===== src/rtl/core/grmc_pkg.sv =====
`timescale 1ns / 1ps
// ----------------------------------------------------------------------------
// grmc_pkg: shared types and constants of the grid ray march column block
// Payload structs, datapath command and status, controller states, fixed
// widths and the sine polynomial coefficients.
// ----------------------------------------------------------------------------
package grmc_pkg;

    // Parameter defaults
    localparam int GRID_SIZE_DEF      = 32;
    localparam int COLUMNS_DEF        = 320;
    localparam int ROWS_DEF           = 240;
    localparam int STEPS_PER_CELL_DEF = 16;
    localparam int MAX_STEPS_DEF      = 1024;

    // Fixed widths (cover the whole parameter range)
    localparam int POS_W   = 26;  // march position, signed Q.16
    localparam int FRAC_W  = 16;
    localparam int CELL_W  = POS_W - FRAC_W;  // signed cell index
    localparam int SIN_W   = 16;  // signed Q1.14
    localparam int STEP_W  = 17;  // signed step
    localparam int PROD_W  = POS_W + SIN_W;
    localparam int DIST_W  = PROD_W + 1;
    localparam int DEN_W   = DIST_W - 1;
    localparam int HALF_W  = 11;
    localparam int NUM_W   = HALF_W + 30;
    localparam int SHORT_W = 20;
    localparam int CFG_W   = 13;

    // Sine polynomial coefficients
    localparam logic [14:0] SIN_C0  = 15'd25736;
    localparam logic [13:0] SIN_C1  = 14'd10583;
    localparam logic [10:0] SIN_C2  = 11'd1306;
    localparam logic [14:0] SIN_ONE = 15'd16384;

    // Register reset values
    localparam logic [12:0] ORIGIN_RST = 13'd4096;
    localparam logic [11:0] VIEW_RST   = 12'd0;
    localparam logic [10:0] FOV_RST    = 11'd683;

    // Register indexes
    localparam logic [1:0] CFG_ORIGIN_X      = 2'd0;
    localparam logic [1:0] CFG_ORIGIN_Y      = 2'd1;
    localparam logic [1:0] CFG_VIEW_ANGLE    = 2'd2;
    localparam logic [1:0] CFG_FIELD_OF_VIEW = 2'd3;

    // Actions
    localparam logic ACT_WRITE = 1'b0;
    localparam logic ACT_CAST  = 1'b1;

    // Wall faces
    localparam logic [1:0] FACE_X_DEC = 2'd0;
    localparam logic [1:0] FACE_Y_DEC = 2'd1;
    localparam logic [1:0] FACE_Y_INC = 2'd2;
    localparam logic [1:0] FACE_X_INC = 2'd3;

    typedef struct packed {
        logic       action;
        logic [4:0] cell_x;
        logic [4:0] cell_y;
        logic [7:0] cell_value;
        logic [8:0] column;
    } in_item_t;

    typedef struct packed {
        logic [8:0]         screen_column;
        logic               hit;
        logic [1:0]         wall_face;
        logic [8:0]         texture_u;
        logic signed [15:0] line_top;
        logic signed [15:0] line_bottom;
    } out_item_t;

    typedef enum logic [4:0] {
        DP_NOP,
        DP_CLEAR,
        DP_CELL_WR,
        DP_CAST_LOAD,
        DP_ANG_TAKE,
        DP_SIN_A,
        DP_SIN_B,
        DP_SIN_C,
        DP_SIN_D,
        DP_SIN_E,
        DP_STEPX_START,
        DP_STEPX_TAKE,
        DP_STEPY_TAKE,
        DP_MARCH,
        DP_DIST_MUL,
        DP_NOHIT,
        DP_DIST_SUM,
        DP_H_START,
        DP_FINISH
    } dp_op_t;

    typedef struct packed {
        dp_op_t     op;
        logic [1:0] sin_sel;
    } dp_cmd_t;

    typedef struct packed {
        logic clear_last;
        logic div_busy;
        logic wall;
        logic d_pos;
        logic out_free;
    } dp_stat_t;

    typedef enum logic [4:0] {
        ST_CLEAR,
        ST_IDLE,
        ST_ANG,
        ST_SIN_A,
        ST_SIN_B,
        ST_SIN_C,
        ST_SIN_D,
        ST_SIN_E,
        ST_STEPX,
        ST_STEPX_W,
        ST_STEPY_W,
        ST_MARCH,
        ST_DSUM,
        ST_DCHK,
        ST_HWAIT,
        ST_FINISH
    } ctrl_state_t;

    function automatic logic signed [15:0] sat16(input logic signed [DIST_W-1:0] v);
        logic signed [15:0] r;
        if (v > DIST_W'(32767)) begin
            r = 16'sd32767;
        end else if (v < -DIST_W'(32768)) begin
            r = -16'sd32768;
        end else begin
            r = v[15:0];
        end
        return r;
    endfunction

endpackage


===== src/rtl/core/grmc_ctrl.sv =====
`timescale 1ns / 1ps
// ----------------------------------------------------------------------------
// grmc_ctrl: sequencer of the grid ray march column block
// Steps the datapath through clear, angle, sine, step, march, distance and
// result phases; counts march steps.
// ----------------------------------------------------------------------------
module grmc_ctrl #(
    parameter int MAX_STEPS = grmc_pkg::MAX_STEPS_DEF
) (
    input  logic                 aclk,
    input  logic                 aresetn,
    input  logic                 s_valid,
    input  logic                 s_action,
    output logic                 s_ready,
    input  grmc_pkg::dp_stat_t   st,
    output grmc_pkg::dp_cmd_t    cmd
);
    localparam int NCW = $clog2(MAX_STEPS + 1);

    grmc_pkg::ctrl_state_t state_reg, state_next;
    logic [1:0]     sel_reg, sel_next;
    logic [NCW-1:0] n_reg, n_next;
    logic           tv_reg, tv_next;

    always_ff @(posedge aclk) begin
        if (!aresetn) begin
            state_reg <= grmc_pkg::ST_CLEAR;
            sel_reg   <= '0;
            n_reg     <= '0;
            tv_reg    <= 1'b0;
        end else begin
            state_reg <= state_next;
            sel_reg   <= sel_next;
            n_reg     <= n_next;
            tv_reg    <= tv_next;
        end
    end

    always_comb begin
        state_next  = state_reg;
        sel_next    = sel_reg;
        n_next      = n_reg;
        tv_next     = tv_reg;
        s_ready     = 1'b0;
        cmd.op      = grmc_pkg::DP_NOP;
        cmd.sin_sel = sel_reg;
        case (state_reg)
            grmc_pkg::ST_CLEAR: begin
                cmd.op = grmc_pkg::DP_CLEAR;
                if (st.clear_last) begin
                    state_next = grmc_pkg::ST_IDLE;
                end
            end
            grmc_pkg::ST_IDLE: begin
                s_ready = 1'b1;
                if (s_valid) begin
                    if (s_action == grmc_pkg::ACT_CAST) begin
                        cmd.op     = grmc_pkg::DP_CAST_LOAD;
                        state_next = grmc_pkg::ST_ANG;
                    end else begin
                        cmd.op = grmc_pkg::DP_CELL_WR;
                    end
                end
            end
            grmc_pkg::ST_ANG: begin
                if (!st.div_busy) begin
                    cmd.op     = grmc_pkg::DP_ANG_TAKE;
                    sel_next   = '0;
                    state_next = grmc_pkg::ST_SIN_A;
                end
            end
            grmc_pkg::ST_SIN_A: begin
                cmd.op     = grmc_pkg::DP_SIN_A;
                state_next = grmc_pkg::ST_SIN_B;
            end
            grmc_pkg::ST_SIN_B: begin
                cmd.op     = grmc_pkg::DP_SIN_B;
                state_next = grmc_pkg::ST_SIN_C;
            end
            grmc_pkg::ST_SIN_C: begin
                cmd.op     = grmc_pkg::DP_SIN_C;
                state_next = grmc_pkg::ST_SIN_D;
            end
            grmc_pkg::ST_SIN_D: begin
                cmd.op     = grmc_pkg::DP_SIN_D;
                state_next = grmc_pkg::ST_SIN_E;
            end
            grmc_pkg::ST_SIN_E: begin
                cmd.op = grmc_pkg::DP_SIN_E;
                if (sel_reg == 2'd3) begin
                    state_next = grmc_pkg::ST_STEPX;
                end else begin
                    sel_next   = sel_reg + 2'd1;
                    state_next = grmc_pkg::ST_SIN_A;
                end
            end
            grmc_pkg::ST_STEPX: begin
                cmd.op     = grmc_pkg::DP_STEPX_START;
                state_next = grmc_pkg::ST_STEPX_W;
            end
            grmc_pkg::ST_STEPX_W: begin
                if (!st.div_busy) begin
                    cmd.op     = grmc_pkg::DP_STEPX_TAKE;
                    state_next = grmc_pkg::ST_STEPY_W;
                end
            end
            grmc_pkg::ST_STEPY_W: begin
                if (!st.div_busy) begin
                    cmd.op     = grmc_pkg::DP_STEPY_TAKE;
                    n_next     = '0;
                    tv_next    = 1'b0;
                    state_next = grmc_pkg::ST_MARCH;
                end
            end
            grmc_pkg::ST_MARCH: begin
                if (tv_reg && st.wall) begin
                    cmd.op     = grmc_pkg::DP_DIST_MUL;
                    state_next = grmc_pkg::ST_DSUM;
                end else if (tv_reg && n_reg == NCW'(MAX_STEPS)) begin
                    cmd.op     = grmc_pkg::DP_NOHIT;
                    state_next = grmc_pkg::ST_FINISH;
                end else begin
                    cmd.op  = grmc_pkg::DP_MARCH;
                    tv_next = 1'b1;
                    if (tv_reg) begin
                        n_next = n_reg + NCW'(1);
                    end
                end
            end
            grmc_pkg::ST_DSUM: begin
                cmd.op     = grmc_pkg::DP_DIST_SUM;
                state_next = grmc_pkg::ST_DCHK;
            end
            grmc_pkg::ST_DCHK: begin
                cmd.op     = grmc_pkg::DP_H_START;
                state_next = st.d_pos ? grmc_pkg::ST_HWAIT : grmc_pkg::ST_FINISH;
            end
            grmc_pkg::ST_HWAIT: begin
                if (!st.div_busy) begin
                    state_next = grmc_pkg::ST_FINISH;
                end
            end
            grmc_pkg::ST_FINISH: begin
                if (st.out_free) begin
                    cmd.op     = grmc_pkg::DP_FINISH;
                    state_next = grmc_pkg::ST_IDLE;
                end
            end
            default: begin
                state_next = grmc_pkg::ST_IDLE;
            end
        endcase
    end
endmodule


===== config.mk =====
export PLATFORM = sky130hd
export DESIGN_NAME = grmc_ctrl
export DESIGN_NICKNAME = d
export VERILOG_FILES = /design/src/rtl/core/grmc_pkg.sv /design/src/rtl/core/grmc_ctrl.sv
export SDC_FILE = /design/constraint.sdc
export NUM_CORES = 1
export LEC_CHECK = 0
export ABC_AREA = 0
export BUFFER_PORTS_ARGS = -buffer_cell sky130_fd_sc_hd__buf_2
export CELL_PAD_IN_SITES_DETAIL_PLACEMENT = 1
export CELL_PAD_IN_SITES_GLOBAL_PLACEMENT = 2
export CORE_MARGIN = 2
export CORE_UTILIZATION = 34
export CTS_BUF_LIST = sky130_fd_sc_hd__clkbuf_8
export DETAILED_ROUTE_END_ITERATION = 6
export HOLD_SLACK_MARGIN = 0.12
export PLACE_DENSITY_LB_ADDON = 0.05
export SLEW_MARGIN = 15
export SYNTH_ARGS = -nofsm -noshare
export SYNTH_HDL_FRONTEND = slang
export SYNTH_SLANG_ARGS = --single-unit

===== constraint.sdc =====
create_clock -name aclk -period 2.44 [get_ports aclk]
set_clock_uncertainty 0.2 [all_clocks]
set_input_delay 0.122 -clock aclk [delete_from_list [all_inputs] [get_ports aclk]]
set_output_delay 0.122 -clock aclk [all_outputs]
set_load 0.02 [all_outputs]

==> qor.log, run 1 <==
qor: clocking.cts-buffers-inserted 3
qor: drt.post_route_drc 0
qor: sta.grt_setup_unrepaired false
qor: finish.layout-drive-gt1-share 17.1%
qor: setup_path.worstReg2RegStart state_reg[3]
qor: grt.pin_count_of_the_biggest_net_entering_global_routing 17
qor: pwr.peakVddDrop 0.000268 V
qor: setup_path.timing.critical_path.fanout_max 12
qor: synth.yosys.cell_types.count 45
qor: drt.drt.antenna.violating_nets 0
qor: clocking.cts_tree done
qor: pwr.cellLeakagePower 0.577 nW
qor: finish.largest_register_ffs 11
qor: setup_path.worst_setup_path_end_kind register
qor: grt.first_global_vias 1,285
qor: floorplanning.dieArea 0.00404 mm2
qor: synth.synth_compound_gate_area_share 23.5%
qor: synth.yosys_register_bits 18
qor: sta.final-setup-viol-count 0
qor: synth.synth-simple-area-share 33.8%
qor: setup_path.critPathKind reg2reg
qor: sta.min_period 2.20 ns
qor: finish.layout.cells.most_common_list 17 x dfxtp_1, 16 x nor2_1, 16 x buf_2, 14 x nand2_1, 14 x o21ai_0
qor: finish.finalNetCount 189
qor: placed_design.detailed_place_hpwl 2710 um
qor: floorplanning.core_area 0.00336 mm2
qor: sta.fin_setup_tns 0 ns
qor: setup_path.worst_path_max_delay_cell dfxtp_1
qor: synth.mapped_avg_cell_area 7.68 um2
qor: floorplanning.rows 21
qor: finish.area_growth_syn_to_layout 16.3%
qor: clocking.path_clk_slew 0.07 ns
qor: grt.grt_usage 19.3%
qor: drt.drt-total-wl 3550 um
qor: sta.tightest_slew 0.460 ns
qor: setup_path.cp_data_required_time 2.44 ns
qor: placed_design.place.port_buffers 16
qor: sta.slew_violations 0
qor: floorplanning.pin_count 17
qor: synth.yosys-mux-area-fraction 0.830%
qor: clocking.cts.sink_count 18
qor: drt.drt-pass1-iter-count 4
qor: synth.syn_nets 169
qor: synth.synth_top_family_by_area simple AND/OR/NAND/NOR gates
qor: sta.slew_headroom 69.3%
qor: run_status.status complete, no violations
qor: sta.post-route-period-util 90.2%
qor: clocking.cts.htree.levels 1
qor: worst_hold_path.worstHoldStart st[2]
qor: pwr.power_density 686 mW/mm2
qor: sta.final-hold-violation-count 0
qor: setup_path.cp.arrival 2.20 ns
qor: floorplanning.initial_utilization 35.9%
qor: synth.syn-cell-area 0.00121 mm2
qor: drt.wl_per_cell 16.1 um
qor: synth.synth_xor_xnor_area_share 4.36%
qor: finish.antenna_cells_inserted 0
qor: clocking.clockBufferDepth 2
qor: setup_path.crit_path_max_incr_delay 0.61 ns
qor: worst_hold_path.min-delay-path-class in2reg
qor: synth.async_flop_share 0%
qor: floorplanning.die-width 63.6 um
qor: drt.via_total_after_detailed_routing 1,257
qor: synth.yosysSeqAreaShare 29.9%
qor: clocking.clk_root_buffer_cell clkbuf_8
qor: grt.grt_antenna_before_repair 0
qor: floorplanning.chip_height 63.6 um
qor: drt.post_drt_via_cell_ratio 5.69
qor: synth.count_of_flip_flops_with_a_built_in_enable_after_synthesis 0
qor: setup_path.start_kind register
qor: synth.dominantRegCellSynth dfxtp_1
qor: finish.final_common_cell dfxtp_1
qor: grt.grt_overflow 0
qor: placed_design.routabilityCongestion 0.787
qor: finish.layoutNonFillerInstCount 221
qor: drt.number_of_drc_violations_after_detailed_routing_iteration_0 48
qor: clocking.clkLatencyLatePin 0.25 ns
qor: setup_path.worst_setup_path_startpoint state_reg[3]
qor: job.max_cap_violations 0
qor: sta.timing.fmax 454 MHz
qor: synth.yosysWarnings 0
qor: setup_path.path_cells nand4b_4, o32ai_2, nand4_2, or4_1, nand2_1
qor: synth.area_share_of_fa_ha_maj_cells_after_synthesis 3.11%
qor: synth.synth_cells 157
qor: grt.first_pass_grt_wire_length 6250 um
qor: placed_design.number_of_cells_after_detailed_placement 217
per-layer routing:
layer / share of wire (%) / GRT usage [%] / wire length (um)
met1: 52 / 28.8 / 1830
met2: 43 / 28.4 / 1530
met3: 4.5 / 4.29 / 161
met4: 0.65 / 3.26 / 23
met5: 0 / 0 / 0
per-stage QoR:
step / power [W] / area [um2] / hold slack, ns / utilization, % / setup slack [ns]
floorplan: 0.000615 / 1210 / 0.0643 / - / 0.330
global placement: 0.000747 / 1350 / 0.225 / 40.1 / 0.358
detailed placement: 0.000750 / 1350 / 0.237 / 40.1 / 0.277
CTS: 0.000963 / 1400 / 0.131 / 41.7 / 0.263
global route: 0.00104 / 1400 / 0.196 / 41.7 / 0.0403
finish: 0.000963 / 1400 / 0.131 / 41.7 / 0.240
cells in the mapped netlist (2+ instances only):
library cell,number,area (um2)
dfxtp_1,18,360
nor2_1,16,60.1
nand2_1,14,52.6
o21ai_0,14,70.1
a21oi_1,10,50.1
nand3_1,9,45.0
inv_1,7,26.3
and3_1,5,31.3
clkbuf_1,5,18.8
or3_1,5,31.3
xor2_1,5,43.8
and2_1,4,25.0
nor3_1,4,20.0
ha_1,3,37.5
o211ai_1,3,22.5
a21boi_0,2,15.0
nand2b_1,2,12.5
nand4_1,2,12.5
o2111ai_1,2,17.5
o311ai_0,2,17.5
worst paths after layout:
path              endpoint  slack, ns  depth (start not counted)
setup reg to reg  n_reg[9]       0.24                          5
setup / recovery  n_reg[9]       0.24                          5
hold / removal    n_reg[0]       0.13                          5
hold reg to reg   n_reg[1]       0.31                          2
report_power, final:
group          switching, W  internal, W  total [W]  leakage [nW]
registers         0.0000457     0.000312   0.000358         0.146
clock network     0.0000999     0.000110   0.000210        0.0216
logic              0.000254     0.000141   0.000395         0.410
cell families after synthesis:
family                   Yosys count
multiplexers                       1
AO/OA/AOI/OAI                     43
AND/OR/NAND/NOR                   72
buffers and inverters             14
adder cells (fa/ha/maj)            3
XOR/XNOR                           6
flip-flops                        18
what timing repair did:
action,CTS,global route
endpoints found under the hold margin,6,0
hold buffers,1,0
resized for setup,0,1
setup buffers,0,0
endpoints found under the setup margin,0,2
cell type report:
cell class	instances	area (um2)
fill	448	1960
multi-input combinational	125	792
clock buffer	3	41.3
inverter	8	30.0
tap	46	57.6
timing repair buffer	21	120
sequential	18	362
critical path, delay by kind of cell (launching register included):
family	cells	cell delay [ns]
and+or+nand+nor	4	0.97
AOI/OAI and AO/OA	1	0.36
DFF	1	0.61
(Power assumes the default switching activity.)
==> inputs of run 2 (changes only) <==
CORE_UTILIZATION = 36   (was 34)
clock period = 2.6 ns   (was 2.44 ns; I/O delays follow)
==> qor.log, run 2 (synthesized netlist as in run 1, its figures left out) <==
qor: drt.via_total_after_detailed_routing 1,216 [was 1,257]
qor: clocking.cts.htree.levels 1 [unchanged]
qor: setup_path.crit_path_max_incr_delay 0.62 ns [was 0.61 ns]
qor: sta.slew_headroom 68.5% [was 69.3%]
qor: floorplanning.initial_utilization 36.7% [was 35.9%]
qor: grt.pin_count_of_the_biggest_net_entering_global_routing 15 [was 17]
qor: finish.largest_register_ffs 11 [unchanged]
qor: sta.slew_violations 0 [unchanged]
qor: drt.post_drt_via_cell_ratio 5.45 [was 5.69]
qor: clocking.clockBufferDepth 2 [unchanged]
qor: grt.grt_antenna_before_repair 0 [unchanged]
qor: placed_design.routabilityCongestion 0.859 [was 0.787]
qor: clocking.clk_root_buffer_cell clkbuf_8 [unchanged]
qor: pwr.peakVddDrop 0.000285 V [was 0.000268 V]
qor: placed_design.place.port_buffers 16 [unchanged]
qor: finish.layout-drive-gt1-share 17.5% [was 17.1%]
qor: finish.final_common_cell dfxtp_1 [unchanged]
qor: setup_path.path_cells nand4b_4, o32ai_2, nand4_2, or4_1, nand2_1 [unchanged]
qor: drt.drt-pass1-iter-count 4 [unchanged]
qor: clocking.path_clk_slew 0.07 ns [about the same]
qor: setup_path.start_kind register [unchanged]
qor: pwr.cellLeakagePower 0.589 nW [was 0.577 nW]
qor: setup_path.cp_data_required_time 2.60 ns [was 2.44 ns]
qor: setup_path.cp.arrival 2.23 ns [was 2.20 ns]
qor: finish.finalNetCount 190 [was 189]
qor: placed_design.detailed_place_hpwl 2750 um [was 2710 um]
qor: grt.grt_overflow 0 [unchanged]
qor: drt.drt.antenna.violating_nets 0 [unchanged]
qor: clocking.cts_resized 0 [unchanged]
qor: clocking.clkLatencyLatePin 0.25 ns [about the same]
qor: sta.finalHoldWorstSlack 0.143 ns [was 0.131 ns]
qor: setup_path.worst_setup_path_end_kind register [unchanged]
qor: floorplanning.chip_height 61.9 um [was 63.6 um]
qor: pwr.power 0.000937 W [was 0.000963 W]
qor: floorplanning.rows 21 [unchanged]
qor: sta.tightest_slew 0.472 ns [was 0.460 ns]
qor: finish.final_core_utilization 43.3% [was 41.7%]
qor: job.max_cap_violations 0 [unchanged]
qor: drt.wl_per_cell 15.6 um [was 16.1 um]
qor: sta.post-route-period-util 85.7% [was 90.2%]
qor: setup_path.worst_path_max_delay_cell dfxtp_1 [unchanged]
qor: floorplanning.die-width 61.9 um [was 63.6 um]
qor: finish.layout.cells.most_common_list 18 x dfxtp_1, 16 x nor2_1, 16 x buf_2, 14 x nand2_1, 14 x o21ai_0 [was 17 x dfxtp_1, 16 x nor2_1, 16 x buf_2, 14 x nand2_1, 14 x o21ai_0]
qor: grt.first_pass_grt_wire_length 5580 um [was 6250 um]
qor: clocking.cts_tree done [unchanged]
qor: setup_path.timing.critical_path.fanout_max 12 [unchanged]
qor: pwr.power_density 659 mW/mm2 [was 686 mW/mm2]
qor: floorplanning.pin_count 17 [unchanged]
qor: setup_path.critPathKind reg2reg [unchanged]
qor: drt.number_of_drc_violations_after_detailed_routing_iteration_0 52 [was 48]
qor: sta.final-hold-violation-count 0 [unchanged]
qor: drt.drt-total-wl 3490 um [was 3550 um]
qor: worst_hold_path.min-delay-path-class in2reg [unchanged]
qor: sta.min_period 2.23 ns [was 2.20 ns]
qor: sta.final-setup-viol-count 0 [unchanged]
qor: sta.grt_setup_unrepaired false [unchanged]
qor: grt.grt_usage 19.7% [was 19.3%]
qor: grt.first_global_vias 1,179 [was 1,285]
qor: run_status.status complete, no violations [unchanged]
qor: floorplanning.core_area 0.00328 mm2 [was 0.00336 mm2]
qor: finish.area_growth_syn_to_layout 17.9% [was 16.3%]
qor: clocking.cts.sink_count 18 [unchanged]
qor: sta.fin_setup_tns 0 ns [unchanged]
qor: clocking.cts-buffers-inserted 3 [unchanged]
qor: sta.timing.fmax 449 MHz [was 454 MHz]
qor: finish.antenna_cells_inserted 0 [unchanged]
qor: floorplanning.dieArea 0.00383 mm2 [was 0.00404 mm2]
qor: drt.post_route_drc 0 [unchanged]
## run 2: stage by stage
step | setup WS, ns | instance area (um2) | cells
final | 0.371 | 1420 | 223
after global routing | 0.229 | 1420 | 223
after CTS | 0.352 | 1420 | 223
after detailed placement | 0.414 | 1360 | 218
after global placement | 0.502 | 1360 | 218
after floorplan | 0.482 | 1210 | 157
## run 2: repair_timing
| action | 4_1_cts | 5_1_grt |
|---|---|---|
| hold buffers | 1 | 0 |
| buffers inserted | 0 | 0 |
| endpoints found under the hold margin | 7 | 0 |
## run 2: final cells by class
| cell class | count | area [um2] |
|---|---|---|
| repair buffers | 22 | 128 |
| multi-input cells | 125 | 792 |
| inverters | 8 | 30.0 |
| flip-flops and latches | 18 | 360 |
| well taps | 46 | 57.6 |
| fillers | 420 | 1860 |
| clock buffers | 4 | 55.1 |
## run 2: per-layer routing
layer | GRT usage, % | vias to the layer above | part of all wire, % | routed length (um)
li1 | - | 618 | - | -
met1 | 23.0 | 573 | 45 | 1560
met2 | 36.1 | 19 | 51 | 1780
met3 | 3.11 | 6 | 2.2 | 77
met4 | 7.29 | 0 | 2.2 | 76
met5 | 0 | - | 0 | 0
## run 2: worst paths after layout
kind | start | endpoint | slack [ns] | cells past startpoint
worst max-delay path | state_reg[3] | n_reg[9] | 0.37 | 5
worst min-delay path | st[2] | n_reg[0] | 0.14 | 5
worst max register to register | state_reg[3] | n_reg[9] | 0.37 | 5
worst min register to register | n_reg[1] | n_reg[1] | 0.30 | 2
## run 2: power by group
group          internal [W]  switching (W)
logic              0.000135       0.000237
registers          0.000292      0.0000378
clock network      0.000135       0.000100
## run 2: critical path: cells and delay by family, from the launching register on
family           cells  cell delay [ns]
AND/OR/NAND/NOR      4             1.00
flip-flops           1             0.62
AO/OA/AOI/OAI        1             0.37
